`src/rgbf_pkg.sv`:
```
// Shared types and constants of the RGB 3x3 window filter.
package rgbf_pkg;

  // Width of the frame size registers and the limit applied to the row count.
  localparam int unsigned DIM_W        = 11;
  localparam int unsigned HEIGHT_LIMIT = 1024;

  // Pixel, channel and coefficient layout.
  localparam int unsigned CH_W   = 8;
  localparam int unsigned PIX_W  = 3 * CH_W;
  localparam int unsigned COEF_W = 16;
  localparam int unsigned KROW_W = 3 * COEF_W;

  // Datapath widths: one tap product, the sum of one kernel row and the full sum.
  localparam int unsigned PROD_W = 24;
  localparam int unsigned ROWS_W = 26;
  localparam int unsigned SUM_W  = 28;

  // Configuration write port.
  localparam int unsigned CFG_IDX_W  = 3;
  localparam int unsigned CFG_DATA_W = KROW_W;

  // Register reset values: 512 x 512 frame and a mean kernel of 455/4096 per tap.
  localparam logic [DIM_W-1:0]  FRAME_DIM_RESET = 11'd512;
  localparam logic [KROW_W-1:0] KERNEL_RESET    = 48'h01C7_01C7_01C7;

  // Depth of the result queue; it covers the pipeline latency at one pixel per clock.
  localparam int unsigned OUT_DEPTH = 8;

  typedef enum logic [CFG_IDX_W-1:0] {
    CFG_FRAME_WIDTH  = 3'd0,
    CFG_FRAME_HEIGHT = 3'd1,
    CFG_KERNEL_TOP   = 3'd2,
    CFG_KERNEL_MID   = 3'd3,
    CFG_KERNEL_BOT   = 3'd4
  } cfg_index_e;

  typedef enum logic {
    REQ_PIXEL = 1'b0,
    REQ_DRAIN = 1'b1
  } req_type_e;

  typedef logic [PIX_W-1:0] pixel_t;

  // Window indexed [row][column]; row 0 is the oldest line, column 0 the left one.
  typedef logic [2:0][2:0][PIX_W-1:0] window_t;

  typedef logic [2:0][KROW_W-1:0] kernel_t;

  // Per-result tap masks and end of frame flag.
  typedef struct packed {
    logic [2:0] row_ok;
    logic [2:0] col_ok;
    logic       frame_end;
  } tap_ctrl_t;

  typedef struct packed {
    logic            frame_end;
    logic [CH_W-1:0] blue;
    logic [CH_W-1:0] green;
    logic [CH_W-1:0] red;
  } result_t;

endpackage

```
`src/rgbf_fifo.sv`:
```
// Result queue with slot reservation for every result still in the pipeline.
module rgbf_fifo import rgbf_pkg::*; #(
  parameter int unsigned DEPTH = 8
) (
  input  logic    clk_i,
  input  logic    rst_ni,
  input  logic    reserve_i,
  input  logic    push_i,
  input  result_t push_data_i,
  input  logic    pop_i,
  output logic    has_room_o,
  output logic    out_valid_o,
  output result_t out_data_o
);

  localparam int unsigned PTR_W = $clog2(DEPTH);
  localparam int unsigned CNT_W = $clog2(DEPTH + 1);

  result_t          mem_q [DEPTH];
  logic [PTR_W-1:0] wr_ptr_q, rd_ptr_q;
  logic [CNT_W-1:0] count_q, resv_q;

  // A slot is held from the accepted request until its result leaves the
  // queue, so a push never finds the queue full.
  always_ff @(posedge clk_i or negedge rst_ni) begin
    if (!rst_ni) begin
      wr_ptr_q <= '0;
      rd_ptr_q <= '0;
      count_q  <= '0;
      resv_q   <= '0;
    end else begin
      if (push_i) begin
        wr_ptr_q <= (wr_ptr_q == PTR_W'(DEPTH - 1)) ? '0 : wr_ptr_q + PTR_W'(1);
      end
      if (pop_i) begin
        rd_ptr_q <= (rd_ptr_q == PTR_W'(DEPTH - 1)) ? '0 : rd_ptr_q + PTR_W'(1);
      end
      count_q <= count_q + CNT_W'(push_i) - CNT_W'(pop_i);
      resv_q  <= resv_q + CNT_W'(reserve_i) - CNT_W'(pop_i);
    end
  end

  always_ff @(posedge clk_i) begin
    if (push_i) begin
      mem_q[wr_ptr_q] <= push_data_i;
    end
  end

  assign has_room_o  = resv_q < CNT_W'(DEPTH);
  assign out_valid_o = count_q != '0;
  assign out_data_o  = mem_q[rd_ptr_q];

endmodule

```
`config.mk`:
```
export PLATFORM = sky130hd
export DESIGN_NAME = rgbf_fifo
export DESIGN_NICKNAME = d
export VERILOG_FILES = /design/src/rgbf_pkg.sv /design/src/rgbf_fifo.sv
export SDC_FILE = /design/constraint.sdc
export NUM_CORES = 1
export LEC_CHECK = 0
export ABC_AREA = 0
export BUFFER_PORTS_ARGS = -buffer_cell sky130_fd_sc_hd__buf_2
export CORE_MARGIN = 2
export CORE_UTILIZATION = 45
export DETAILED_ROUTE_END_ITERATION = 10
export HOLD_SLACK_MARGIN = 0.02
export PLACE_DENSITY_LB_ADDON = 0.12
export SLEW_MARGIN = 10
export SYNTH_ARGS = -nofsm -noshare
export SYNTH_HDL_FRONTEND = slang
export SYNTH_SLANG_ARGS = --single-unit
export TNS_END_PERCENT = 1
```
`constraint.sdc`:
```
create_clock -name clk_i -period 4.3 [get_ports clk_i]
set_input_delay 0.43 -clock clk_i [delete_from_list [all_inputs] [get_ports clk_i]]
set_output_delay 0.43 -clock clk_i [all_outputs]
set_load 0.01 [all_outputs]
```
* Word level (Yosys, flattened, before mapping)
Memory sizes are Yosys's and may differ from the RTL's. Index checks and enable logic that the tools add are counted.
Cells by class: reductions and logical operators 1, add/sub/neg operators 6, order comparisons 1, eq/ne operators 2, muxes and demuxes 4
Operators by type and width (count):
- adder 4 x 1 -> 4 bit | 2
- subtractor 4 x 1 -> 4 bit | 2
- adder 3 x 1 -> 3 bit, second input constant | 2
- == test 3 bit, second input constant | 2
- two-way mux 3 bit | 2
- < comparator 4 bit, second input constant | 1
- nonzero test 4 bit | 1
- two-way mux 1 bit | 2
Word-level totals: output and inout port bits 27, input port bits 30, register bits after elaboration 14, memories kept 1, logic and storage cells 19, memory bits (writable) 200
Memories:
- mem_q | words 8, width 25, read ports 1, clocked after memory_dff 0, wr ports 1, RTL line rgbf_fifo.sv:19 | result_t mem_q [DEPTH];

* Logic depth before layout (Yosys ltp)
depth after elaboration 2, mapped depth 7, gate-level depth less buffers 7

* Worst setup path after synthesis
OpenSTA, ideal clock, no wires.
path type flip-flop to flip-flop, start register wr_ptr_q[2], end memory mem_q[0][0] in the netlist's numbering, enable pin, period minus slack after synthesis 2.750 ns, path buffers 0, arrival 2.311 ns, cell stages (with the launch flop) 3, setup slack 1.550 ns, data required time 3.862 ns, path through dfrtp_1 nand2b_1 nor3_1
RTL lines:
- start: declaration | RTL line rgbf_fifo.sv:20 | logic [PTR_W-1:0] wr_ptr_q, rd_ptr_q;
- start signal: assignment | RTL line rgbf_fifo.sv:33 | wr_ptr_q <= (wr_ptr_q == PTR_W'(DEPTH - 1)) ? '0 : wr_ptr_q + PTR_W'(1);
- end: declaration | RTL line rgbf_fifo.sv:19
Straight into the memory's write port.

==> impl_metrics.yaml <==
cells_and_area:
  drive_above_1_share_pct: 26.2
  areaGrowthSynthToFinish_pct: 14.8
  final_net_count: 546
  final_area_sq_um: 9710
  nFillCells: 1502
  multi_input_area_sq_um: 1940
  finalCoreUtilization_pct: 52.3
  seq_area_sq_um: 6360
route:
  first_iter_violations: 261
  first_pass_iters: 4
  routedWlPerCell_microns: 21.2
  routed_wl_mm: 15.8
  vias: 4036
  drt_drc_violations_left: 0
  drt-vias-per-instance: 5.40
  postRouteAntennaNets: 0
grt:
  grt_pass1_vias: 4306
  grt_overflow: 0
  antenna_found_initial: 1
  gr-usage-all-layers_pct: 16.4
  grt_max_degree: 36
  first_pass_grt_wire_length_mm: 24.7
synth:
  yosysTopAreaCellShare_pct: 71.0
  synth_fp_nets: 467
  syn-mean-instance-area_sq_um: 20.0
  top_count_cell_post_synth: "edfxtp_1"
  netlist_instances: 422
  proportion_of_synthesized_chip_area_in_sequential_cells_pct: 75.1
  ys.warnings.count: 0
  synth-seq-cells: 214
  synth_edf_count: 200
  most_area_consuming_cells_after_synthesis: "edfxtp_1 (71%), mux4_1 (8.1%), mux4_2 (6.4%), dfrtp_1 (4.1%), nand2_1 (3.5%)"
  ys_types: 24
  asyncSetResetFlopFracSynth_pct: 6.54
  ys_top_cells_by_count: "edfxtp_1 (200), nand2_1 (78), mux4_1 (26), mux4_2 (24), inv_1 (17)"
  synth_area_leader_cell: "edfxtp_1"
  syn-cell-area_sq_um: 8460
  synth_ff_type: "edfxtp_1"
min_path:
  hold_wc_startpoint: "reserve_i"
  cells_on_worst_hold_path: 2
  worstHoldPathType: "in2reg"
  min_to: "resv_q[0]"
critical_path:
  timing.reg2reg.worst_path_depth: 3
  crit_path_start_kind: "flop"
  cp-end-kind: "output pin"
  rrSetupSlack_ns: 2.10
  crit_path_arrival_time_ns: 2.48
  critical_path.reg2reg.startpoint: "wr_ptr_q[0]"
  cp_common_cell: "nand2_1"
  critical_path_class: "reg2out"
  path_max_fanout: 35
  crit_path_cell_trace: "buf_4 -> mux4_2 -> nand2_1 -> nand2_1 -> buf_2"
  cp.required_ns: 3.87
  regToRegEndpoint: "mem_q[6][13]"
  worst_path_dominant_cell_family: "flip-flops"
  critPathMaxStageDelay_ns: 0.94
  timing.critical_path.slowest_stage_cell: "dfrtp_2"
  cp_num_buf_inv: 2
run_status:
  outcome: "finished, final reports clean"
pwr:
  p_leak_nw: 3.52
  power_mw: 6.48
  ir_drop_uv: 318
  cellPowerDensity_nw_per_um2: 667
clock_tree:
  clkSinkCount: 214
  ctsLongestPathBuffers: 3
  clk_root_buffer_cell: "clkbuf_16"
  worst_skew_pair.late_latency_ns: 0.49
  cts_inserted_buffers: 23
  worst_setup_hold_path_clk_slew_ns: 0.06
  cts_tree: "done"
  clock_tree.htree_level_count: 1
  post_cts_resized: 0
sta:
  finalSetupViolCount: 0
  grt_setup_unrepaired: "false"
  finalHoldViolations: 0
  finalCriticalPeriod_ns: 2.91
  layout_worst_path_cycle_share_pct: 67.7
  clock_skew_ns: 0.0136
  max_slew.worst_pin.slew_ns: 0.997
  fmax_mhz: 344
  fin_max_slew_vios: 0
  slew_headroom_pct: 33.5
  tns_ns: 0
run:
  max_cap_violations: 0
floorplan:
  die_width_microns: 141
  die-height_microns: 141
  coreArea_sq_um: 18600
  initial_utilization_pct: 45.5
  die-area_sq_um: 19900
  io_pins: 57
  num_rows: 50
placed_design:
  gpl.final_weighted_congestion: 0.686
  placement_stage_cell_area_sq_um: 9040
  dp_hpwl_mm: 8.99
  port-buffer-count: 56
==> placed cells by master (no fill, tap or decap), types with 4 or more instances in the layout <==
cell type and count:
buf_2 56, clkinv_1 7, edfxtp_1 200, clkbuf_16 23, dfrtp_1 12, clkbuf_1 4
nor2_2 6, ha_1 13, nand2_1 78, inv_1 17, mux4_1 26, buf_4 14
xnor2_1 4, mux4_2 24, mux2_2 4
==> flip-flops by register name, indices dropped and copies added, names as in the netlist <==
name and flops:
mem_q 200, rd_ptr_q 3, resv_q 4, count_q 4, wr_ptr_q 3
==> worst max-delay path by stage <==
stage	end	slack, ns	startpoint	cells past startpoint
CTS	out_data_o[22]	1.30	rd_ptr_q[2]	5
global placement	out_data_o[22]	1.85	rd_ptr_q[2]	5
floorplan	mem_q[0][0]	1.55	wr_ptr_q[2]	2
global route	out_data_o[22]	1.25	rd_ptr_q[2]	5
detailed placement	out_data_o[22]	1.83	rd_ptr_q[2]	5
finish	out_data_o[14]	1.39	rd_ptr_q[2]	5
==> per-layer routing <==
metal	GRT usage, %	routed length, microns	vias to the layer above
met5	0	0	-
met4	4.37	307	0
met3	3.19	589	29
met2	27.5	7680	67
met1	22.4	7250	2122
li1	-	-	1818
==> per-stage QoR <==
stage | worst slack (ns) | instances | hold WS (ns)
after global placement | 1.85 | 709 | 0.353
after detailed placement | 1.83 | 709 | 0.356
after CTS | 1.30 | 746 | 0.161
final | 1.39 | 747 | 0.173
after floorplan | 1.55 | 422 | 0.134
after global routing | 1.25 | 746 | 0.175
==> report_power, final <==
part	switching (mW)	internal, mW	leakage (nW)
sequential	0.162	2.64	1.98
clock	0.723	1.02	0.320
combinational	1.05	0.882	1.22
==> layout make-up <==
cell class / count / area share, %
Multi-Input combinational cell: 173 / 20.0
Antenna cell: 1 / 0.0258
Inverter: 18 / 0.696
Tap cell: 234 / 3.02
Sequential cell: 214 / 65.5
Timing Repair Buffer: 71 / 4.07
Clock buffer: 27 / 6.08
Clock inverter: 9 / 0.644
==> logic make-up (layout without fill, tap and decap cells) <==
family / count (synthesis) / count (layout) / synth area share [%]
other: 0 / 1 / 0
flip-flops: 214 / 214 / 75.1
multiplexers: 54 / 54 / 15.0
AND/OR/NAND/NOR: 93 / 93 / 4.32
adder cells (fa/ha/maj): 15 / 15 / 2.40
AO/OA/AOI/OAI: 6 / 6 / 0.414
XOR/XNOR: 5 / 5 / 0.518
buffers and inverters: 35 / 125 / 2.20
==> repair_timing <==
item                                   4_1_cts  5_1_grt
hold buffers                                 1        0
endpoints found under the hold margin       14        0
buffers inserted                             0        0
Power figures use the tool's default switching activity.
