### src/rgbf_pkg.sv
// Shared types and constants of the RGB 3x3 window filter.
package rgbf_pkg;

  // Width of the frame size registers and the limit applied to the row count.
  localparam int unsigned DIM_W        = 11;
  localparam int unsigned HEIGHT_LIMIT = 1024;

  // Pixel, channel and coefficient layout.
  localparam int unsigned CH_W   = 8;
  localparam int unsigned PIX_W  = 3 * CH_W;
  localparam int unsigned COEF_W = 16;
  localparam int unsigned KROW_W = 3 * COEF_W;

  // Datapath widths: one tap product, the sum of one kernel row and the full sum.
  localparam int unsigned PROD_W = 24;
  localparam int unsigned ROWS_W = 26;
  localparam int unsigned SUM_W  = 28;

  // Configuration write port.
  localparam int unsigned CFG_IDX_W  = 3;
  localparam int unsigned CFG_DATA_W = KROW_W;

  // Register reset values: 512 x 512 frame and a mean kernel of 455/4096 per tap.
  localparam logic [DIM_W-1:0]  FRAME_DIM_RESET = 11'd512;
  localparam logic [KROW_W-1:0] KERNEL_RESET    = 48'h01C7_01C7_01C7;

  // Depth of the result queue; it covers the pipeline latency at one pixel per clock.
  localparam int unsigned OUT_DEPTH = 8;

  typedef enum logic [CFG_IDX_W-1:0] {
    CFG_FRAME_WIDTH  = 3'd0,
    CFG_FRAME_HEIGHT = 3'd1,
    CFG_KERNEL_TOP   = 3'd2,
    CFG_KERNEL_MID   = 3'd3,
    CFG_KERNEL_BOT   = 3'd4
  } cfg_index_e;

  typedef enum logic {
    REQ_PIXEL = 1'b0,
    REQ_DRAIN = 1'b1
  } req_type_e;

  typedef logic [PIX_W-1:0] pixel_t;

  // Window indexed [row][column]; row 0 is the oldest line, column 0 the left one.
  typedef logic [2:0][2:0][PIX_W-1:0] window_t;

  typedef logic [2:0][KROW_W-1:0] kernel_t;

  // Per-result tap masks and end of frame flag.
  typedef struct packed {
    logic [2:0] row_ok;
    logic [2:0] col_ok;
    logic       frame_end;
  } tap_ctrl_t;

  typedef struct packed {
    logic            frame_end;
    logic [CH_W-1:0] blue;
    logic [CH_W-1:0] green;
    logic [CH_W-1:0] red;
  } result_t;

endpackage

### src/rgbf_scan.sv
// Raster position counters, frame bookkeeping and tap masks for each request.
module rgbf_scan import rgbf_pkg::*; #(
  parameter int unsigned MAX_WIDTH = 1024
) (
  input  logic                         clk_i,
  input  logic                         rst_ni,
  input  logic [DIM_W-1:0]             frame_width_i,
  input  logic [DIM_W-1:0]             frame_height_i,
  input  logic                         accept_i,
  input  logic                         drain_i,
  output logic                         item_valid_o,
  output logic                         item_emit_o,
  output logic [$clog2(MAX_WIDTH)-1:0] item_col_o,
  output tap_ctrl_t                    item_ctrl_o
);

  localparam int unsigned COL_W = $clog2(MAX_WIDTH);
  localparam int unsigned WD_W  = $clog2(MAX_WIDTH + 1);
  localparam int unsigned CMP_W = (WD_W > DIM_W) ? WD_W : DIM_W;
  localparam int unsigned RW_W  = DIM_W + 1;
  localparam int unsigned TOT_W = WD_W + DIM_W;
  localparam int unsigned CNT_W = $clog2(MAX_WIDTH * HEIGHT_LIMIT + 1);

  logic [COL_W-1:0] col_q, col_d;
  logic [DIM_W-1:0] row_q, row_d;
  logic [CNT_W-1:0] cnt_q, cnt_d;

  logic [WD_W-1:0]  wd;
  logic [DIM_W-1:0] ht;
  logic [TOT_W-1:0] total_full;
  logic [CNT_W-1:0] total;
  logic [COL_W-1:0] c1;
  logic [DIM_W-1:0] r1;
  logic [CNT_W-1:0] n1, n2;
  logic             restart, ignore, emit, frame_end;
  logic [RW_W-1:0]  row_base, rk;
  logic [WD_W:0]    cv, ck;
  logic [2:0]       row_ok, col_ok;

  always_comb begin
    // Effective frame size.
    if (frame_width_i == '0) begin
      wd = WD_W'(1);
    end else if (CMP_W'(frame_width_i) > CMP_W'(MAX_WIDTH)) begin
      wd = WD_W'(MAX_WIDTH);
    end else begin
      wd = WD_W'(frame_width_i);
    end
    if (frame_height_i == '0) begin
      ht = DIM_W'(1);
    end else if (frame_height_i > DIM_W'(HEIGHT_LIMIT)) begin
      ht = DIM_W'(HEIGHT_LIMIT);
    end else begin
      ht = frame_height_i;
    end
    total_full = wd * ht;
    total      = total_full[CNT_W-1:0];

    // Positions left over from a different frame size restart the row or frame.
    c1 = (WD_W'(col_q) >= wd) ? '0 : col_q;
    r1 = row_q;
    n1 = cnt_q;
    restart = (RW_W'(row_q) > (RW_W'(ht) + RW_W'(1))) || (cnt_q >= total);
    if (restart) begin
      c1 = '0;
      r1 = '0;
      n1 = '0;
    end

    // A drain with no pixel of the frame seen yet does nothing.
    ignore = drain_i && (r1 == '0) && (c1 == '0);
    emit   = (r1 >= DIM_W'(2)) || ((r1 == DIM_W'(1)) && (c1 != '0));

    // At column zero the result is the last pixel of the row two back;
    // otherwise it is the pixel one row up and one column left.
    row_base = (c1 == '0) ? RW_W'(3) : RW_W'(2);
    cv       = (c1 == '0) ? (WD_W + 1)'(wd) : (WD_W + 1)'(c1);
    for (int k = 0; k < 3; k++) begin
      rk        = RW_W'(r1) + RW_W'(k);
      row_ok[k] = (rk >= row_base) && (rk < (RW_W'(ht) + row_base));
      ck        = cv + (WD_W + 1)'(k);
      col_ok[k] = (ck >= (WD_W + 1)'(2)) && (ck < ((WD_W + 1)'(wd) + (WD_W + 1)'(2)));
    end

    // Advance the raster position.
    if ((WD_W'(c1) + WD_W'(1)) >= wd) begin
      col_d = '0;
      row_d = r1 + DIM_W'(1);
    end else begin
      col_d = c1 + COL_W'(1);
      row_d = r1;
    end
    n2        = n1 + CNT_W'(1);
    cnt_d     = n1;
    frame_end = 1'b0;
    if (emit) begin
      if (n2 >= total) begin
        frame_end = 1'b1;
        col_d     = '0;
        row_d     = '0;
        cnt_d     = '0;
      end else begin
        cnt_d = n2;
      end
    end
    if (ignore) begin
      col_d = c1;
      row_d = r1;
      cnt_d = n1;
    end
  end

  always_ff @(posedge clk_i or negedge rst_ni) begin
    if (!rst_ni) begin
      col_q <= '0;
      row_q <= '0;
      cnt_q <= '0;
    end else if (accept_i) begin
      col_q <= col_d;
      row_q <= row_d;
      cnt_q <= cnt_d;
    end
  end

  assign item_valid_o = accept_i && !ignore;
  assign item_emit_o  = emit;
  assign item_col_o   = c1;
  assign item_ctrl_o  = '{row_ok: row_ok, col_ok: col_ok, frame_end: frame_end};

endmodule

### config.mk
export PLATFORM = sky130hd
export DESIGN_NAME = rgbf_scan
export DESIGN_NICKNAME = d
export VERILOG_FILES = /design/src/rgbf_pkg.sv /design/src/rgbf_scan.sv
export SDC_FILE = /design/constraint.sdc
export NUM_CORES = 1
export LEC_CHECK = 0
export ABC_CLOCK_PERIOD_IN_PS = 16300
export BUFFER_PORTS_ARGS = -buffer_cell sky130_fd_sc_hd__buf_2
export CAP_MARGIN = 30
export CORE_ASPECT_RATIO = 1.2
export CORE_UTILIZATION = 45
export CTS_CLUSTER_DIAMETER = 30
export DETAILED_ROUTE_END_ITERATION = 10
export GPL_TIMING_DRIVEN = 0
export PLACE_DENSITY = 0.71
export SLEW_MARGIN = 10
export SYNTH_ARGS = -nofsm -noshare
export SYNTH_HDL_FRONTEND = slang
export SYNTH_SLANG_ARGS = --single-unit
### constraint.sdc
create_clock -name clk_i -period 16.3 [get_ports clk_i]
set_input_delay 0.815 -clock clk_i [delete_from_list [all_inputs] [get_ports clk_i]]
set_output_delay 0.815 -clock clk_i [all_outputs]
set_load 0.02 [all_outputs]
After elaboration in Yosys (flattened, before gate mapping)
Index checks and enable logic that the tools add are counted.
{"block": "op_classes", "n_addsub": 11, "n_mul": 1, "order_cmp": 20, "n_eq_ne": 1, "muxes": 23, "reduce_logical": 18}
{"cell": "two-way mux 11 bit", "n": 10}
{"cell": "two-way mux 21 bit", "n": 4}
{"cell": "two-way mux 10 bit", "n": 6}
{"cell": "less-than comparator 12 bit", "n": 4}
{"cell": "greater-or-equal comparator 21 bit", "n": 2}
{"cell": "adder 11 x 1 -> 12 bit, second input constant", "n": 3}
{"cell": "adder 11 x 2 -> 12 bit, second input constant", "n": 3}
{"cell": "zero test 11 bit", "n": 3}
{"cell": "greater-or-equal comparator 12 x 2 -> 1 bit", "n": 2}
{"cell": "greater-or-equal comparator 12 x 2 -> 1 bit, second input constant", "n": 2}
{"cell": "less-than comparator 11 x 12 -> 1 bit", "n": 2}
{"cell": "greater-or-equal comparator 11 x 2 -> 1 bit, second input constant", "n": 2}
{"cell": "greater-than comparator 11 bit, second input constant", "n": 2}
{"cell": "adder 21 x 1 -> 21 bit, second input constant", "n": 1}
{"cell": "multiplier 11 x 11 -> 21 bit", "n": 1}
{"cell": "adder 11 x 2 -> 12 bit", "n": 1}
{"cell": "greater-than comparator 11 x 12 -> 1 bit", "n": 1}
{"cell": "adder 10 x 1 -> 11 bit, second input constant", "n": 1}
{"cell": "adder 11 x 1 -> 11 bit, second input constant", "n": 1}
{"cell": "equality test 11 x 1 -> 1 bit, second input constant", "n": 1}
{"cell": "greater-or-equal comparator 10 x 11 -> 1 bit", "n": 1}
{"cell": "greater-or-equal comparator 11 bit", "n": 1}
{"cell": "greater-or-equal comparator 11 x 2 -> 1 bit", "n": 1}
{"cell": "adder 10 x 1 -> 10 bit, second input constant", "n": 1}
{"cell": "other kinds (6)", "n": 18}
{"block": "word_totals", "register_bits": 42, "in_bits": 26, "out_inout_bits": 19, "elab_cells": 77}

Depth between registers and ports, before layout
{"block": "depth", "depth_word": 13, "mapped_depth": 55, "ltp_nobuf": 52}

Worst setup path before layout
OpenSTA, ideal clock, no wires.
{"block": "synth_path", "path_kind": "input port to output port", "from": "in frame_width_i[10]", "to": "out item_ctrl_o[0] (netlist bit)", "arrival_time_ns": 11.756, "required_time_ns": 15.485, "setup_slack_ns": 3.729, "path_stages": 50, "path_buffers": 7, "cell_sequence": "clkbuf_1 clkbuf_1 nor2b_1 inv_1 clkbuf_1 nor2_1 fa_1 inv_1 fa_1 inv_1 fa_1 fa_1 inv_1 fa_1 inv_1 ha_1 a21o_1 a221o_1 [14 not listed] nand2_1 or2_2 nor3_1 and3_1 xnor2_1 nor2_1 ha_1 nand4_1 o21bai_1 a21oi_1 o21ai_0 o21ba_1 a211o_2 nand2_2 nand2_1 inv_2 buf_4 buf_4"}
{"block": "synth_between", "elab_chain_cells": 11, "word_cells_on_any_way": 21, "cone_classes": "1 x add/sub; 1 x mul; 5 x order compare; 1 x eq/ne; 8 x mux; 5 x reduce/logical"}
{"element": "from (decl)", "line_no": "rgbf_scan.sv:7", "source": "input logic [DIM_W-1:0] frame_width_i,"}
{"element": "greater-than comparator 11 bit", "line_no": "rgbf_scan.sv:44", "source": "end else if (CMP_W'(frame_width_i) > CMP_W'(MAX_WIDTH)) begin"}
{"element": "two-way mux 11 bit", "line_no": "rgbf_scan.sv:44"}
{"element": "two-way mux 11 bit *", "line_no": "rgbf_scan.sv:42", "source": "if (frame_width_i == '0) begin"}
{"element": "multiplier 11 x 11 -> 21 bit", "line_no": "rgbf_scan.sv:56", "source": "total_full = wd * ht;"}
{"element": "greater-or-equal comparator 21 bit", "line_no": "rgbf_scan.sv:63", "source": "restart = (RW_W'(row_q) > (RW_W'(ht) + RW_W'(1))) || (cnt_q >= total);"}
{"element": "logical OR 1 bit", "line_no": "rgbf_scan.sv:63"}
{"element": "two-way mux 21 bit (tied with other cells)", "line_no": "rgbf_scan.sv:64", "source": "if (restart) begin"}
{"element": "adder 21 x 1 -> 21 bit (tied with other cells)", "line_no": "rgbf_scan.sv:93", "source": "n2 = n1 + CNT_W'(1);"}
{"element": "greater-or-equal comparator 21 bit / logical AND 1 bit (equally long branches)", "line_no": "rgbf_scan.sv:97, rgbf_scan.sv:72"}
{"element": "two-way mux 1 bit / logical OR 1 bit (equally long branches)", "line_no": "rgbf_scan.sv:97, rgbf_scan.sv:72"}
{"element": "two-way mux 1 bit *", "line_no": "rgbf_scan.sv:96", "source": "if (emit) begin"}
{"element": "to (decl)", "line_no": "rgbf_scan.sv:14", "source": "output tap_ctrl_t item_ctrl_o"}
Mark *: on every way between the ends. The rest lies on a longest branch, timed or not.

Worst setup path after layout
Ends and elaborated chain as after synthesis.

==> impl_results.md <==
* Synth async-reset ratio at 100.0%
* Total power at 1.295 mW
* Most frequent cells in the layout: ha_1 (207), nor2_1 (165), inv_1 (150)
* Initial antenna violation count at 1
* Critical path's slowest cell: fa_1
* Syn Area/Cell at 7.897 sq um
* Post-synth top area share at 21.81%
* Final HPWL DP at 30350 um
* TritonCTS clock tree: done
* Synthesized area at 0.01188 sq mm
* Lkg Pwr at 6.401 nW
* Clk sinks at 42
* Drt total wl at 36790 um
* Sequential area share after synthesis at 8.849%
* GRT Overall Usage at 28.03%
* EDFF count, synth at 0
* Vias per cell at 6.028
* Worst Setup SP: frame_width_i[10]
* R2r endpoint: cnt_q[14]
* Sw Share at 54.87%
* Fin crit period at 15.51 ns
* P&R area growth vs syn at 7.047%
* CP bufs+invs at 15
* Unrepaired setup endpoints after global routing: false
* Flop pwr share at 12.0%
* Most common library cell in the layout ignoring fill and taps: ha_1
* Slew headroom at 41.43%
* I/O Buffers at 44
* CP Launch Type: input port
* CP Max Fanout at 10
* Ports at 45
* CP endpoint kind: output pin
* Nets at 1871
* Initial DRC count at 938
* Skew final at 0.01096 ns
* Worst R2R Start: cnt_q[10]
* Filler cell count at 2570
* Starting Density at 46.21%
* Largest net degree at the start of global routing at 32
* Ranking of synthesized cells by area: ha_1 (22%), fa_1 (13%), dfrtp_1 (8.8%)
* Tcrit/Tclk final at 95.17%
* DRC at 0
* First-pass GRT wire length at 59690 um
* Slew @ Worst Pin at 0.8785 ns
* Cell taking the most area after synthesis: ha_1
* DRT Pass-1 Iters at 7
* Slowest stage delay, CP at 0.57 ns
* Max Cap Violations at 0
* Share of post-route cells with drive strength above 1 at 6.346%
* R2R Setup Slk at 7.32 ns
* Final setup viols at 0
* HP Class: in -> async
* GRT overflow at 0
* H-tree depth at 2
* Vias in the first global route at 11430
* Antenna Cells at 0
* Switch Pwr at 0.7107 mW
* Internal at 0.5846 mW
* Synth warnings at 0
* Crit-path leading delay family: adder cells
* Inserted Clock Buffers at 5
* Die width at 150.3 um
* Worst IR Drop VDD at 0.05490 mV
* Post-route ant nets at 0
* Power Dens Cells at 101.9 mW/mm^2
* Row count at 64
* Root Buffer: clkbuf_16
* Logic pwr share at 78.7%
* Fmax at 64.47 MHz
* Crit path kind: in -> out
* Cts-stage hold buffer count at 0
* Crit path DAT at 14.70 ns
* Slew Limit Fails at 0
* Vias at 11390
* Core Footprint at 0.02570 sq mm
* Die Area at 0.02705 sq mm
* Final setup TNS at 0 ns
* CTS Buffer Depth at 2
* Final Hold Vio Count at 0
* Outcome: finished, final reports clean
* Clock power frac at 9.3%
* Die extent in y at 180.0 um
* Clock input transition at the sequential cells of the worst setup and hold paths at 0.07 ns
* Reg2Reg Depth at 29
* Top FF cell, synth: dfrtp_1
* Mapped Cells at 1504
* Critical Path RT at 15.49 ns
* Number of distinct library cells after synthesis at 87
* Worst skew pair latency at 0.30 ns
* Routability Congestion at 0.9790
* WL/cell at 19.47 um
* Synth Register Bits at 42
stage by stage:
| stage | setup WS (ns) | cells | util (%) | hold slack [ns] | instance area (sq um) |
|---|---|---|---|---|---|
| final | 0.7878 | 1890 | 49.46 | 0.3917 | 12710 |
| after CTS | 0.6782 | 1891 | 49.46 | 0.3948 | 12710 |
| after global routing | 0.1381 | 1890 | 49.46 | 0.4065 | 12710 |
| after global placement | 0.8842 | 1882 | 48.73 | 0.5348 | 12530 |
| after floorplan | 3.729 | 1508 | - | 0.5000 | 11890 |
| after detailed placement | 0.7452 | 1883 | 48.81 | 0.5697 | 12550 |
cells in the mapped netlist (5+ instances only):
| master | number |
|---|---|
| a221o_1 | 6 |
| a31oi_1 | 11 |
| nand3_1 | 51 |
| nand4_1 | 27 |
| nor3_1 | 39 |
| o2111ai_1 | 5 |
| a21o_1 | 42 |
| and3_1 | 14 |
| ha_1 | 207 |
| a21oi_1 | 62 |
| or4_1 | 6 |
| fa_1 | 79 |
| and2_1 | 15 |
| o31ai_1 | 9 |
| nand2b_1 | 11 |
| o21bai_1 | 5 |
| nor2b_1 | 31 |
| o211ai_1 | 10 |
| a22o_1 | 14 |
| a2bb2oi_1 | 5 |
| or3_1 | 8 |
| inv_1 | 150 |
| nor2_1 | 166 |
| a31o_2 | 7 |
| dfrtp_1 | 42 |
| a211o_1 | 5 |
| a211oi_1 | 12 |
| buf_1 | 9 |
| xnor2_1 | 70 |
| o21a_1 | 21 |
| nor4_1 | 13 |
| xor2_1 | 27 |
| o21ai_0 | 39 |
| and4_1 | 8 |
| inv_2 | 5 |
| clkbuf_1 | 43 |
| nand2_1 | 131 |
| a32o_1 | 10 |
cell type report:
type,instances,area [sq um],area share [%]
timing repair buffer,45,240.2,1.889
clock inverter,3,43.79,0.3444
sequential,42,1051,8.266
buffer,58,239.0,1.880
clock buffer,5,125.1,0.9841
inverter,156,585.6,4.605
multi-input combinational,1251,10020,78.78
tap,330,412.9,3.247
per-layer routing:
layer  global-route usage (%)  part of all wire [%]
met1                    35.49                    42
met2                    47.39                    48
met3                    3.198                   5.8
met4                    12.24                   4.1
met5                        0                 0.046
kinds of logic (layout without fill, tap and decap cells):
| kind of cell | after synthesis | in the layout | synth area share (%) |
|---|---|---|---|
| compound gates | 316 | 316 | 19.15 |
| xor+xnor | 99 | 99 | 7.542 |
| fa+ha+maj | 289 | 289 | 35.38 |
| buf+inv | 215 | 267 | 6.963 |
| flops | 42 | 42 | 8.849 |
| mux | 4 | 4 | 0.3476 |
| other cells | 2 | 6 | 0.06323 |
| simple gates | 537 | 537 | 21.70 |
state kept, by name, summed over array words and instances (netlist names):
signal  cells
row_q      11
cnt_q      21
col_q      10
worst register-to-register path, delay by kind of cell (launching register included):
family / cells / cell delay, ns
DFF: 1 / 0.47
and+or+nand+nor: 8 / 2.21
AOI/OAI and AO/OA: 14 / 3.45
adders and majority gates: 4 / 1.25
buffers and inverters: 3 / 1.51
worst max-delay path by stage:
| stage | to | slack [ns] | cells past startpoint |
|---|---|---|---|
| floorplan | item_ctrl_o[0] | 3.73 | 50 |
| global placement | item_ctrl_o[0] | 0.88 | 46 |
| detailed placement | item_ctrl_o[0] | 0.75 | 46 |
| CTS | item_ctrl_o[0] | 0.68 | 46 |
| global route | item_ctrl_o[0] | 0.14 | 51 |
| finish | item_ctrl_o[0] | 0.79 | 51 |
what timing repair did:
action,in CTS,in global routing
setup buffers,0,0
endpoints found under the setup margin,0,1
gates resized for setup,0,2
power groups by stage:
stage	logic [mW]	clock network (mW)	registers, mW
2_1_floorplan	0.733	0	0.144
3_3_place_gp	0.976	0	0.156
3_5_place_dp	0.998	0	0.156
4_1_cts	1.01	0.123	0.154
5_1_grt	1.13	0.126	0.158
6_report	1.02	0.120	0.156
Power figures use the tool's default switching activity.
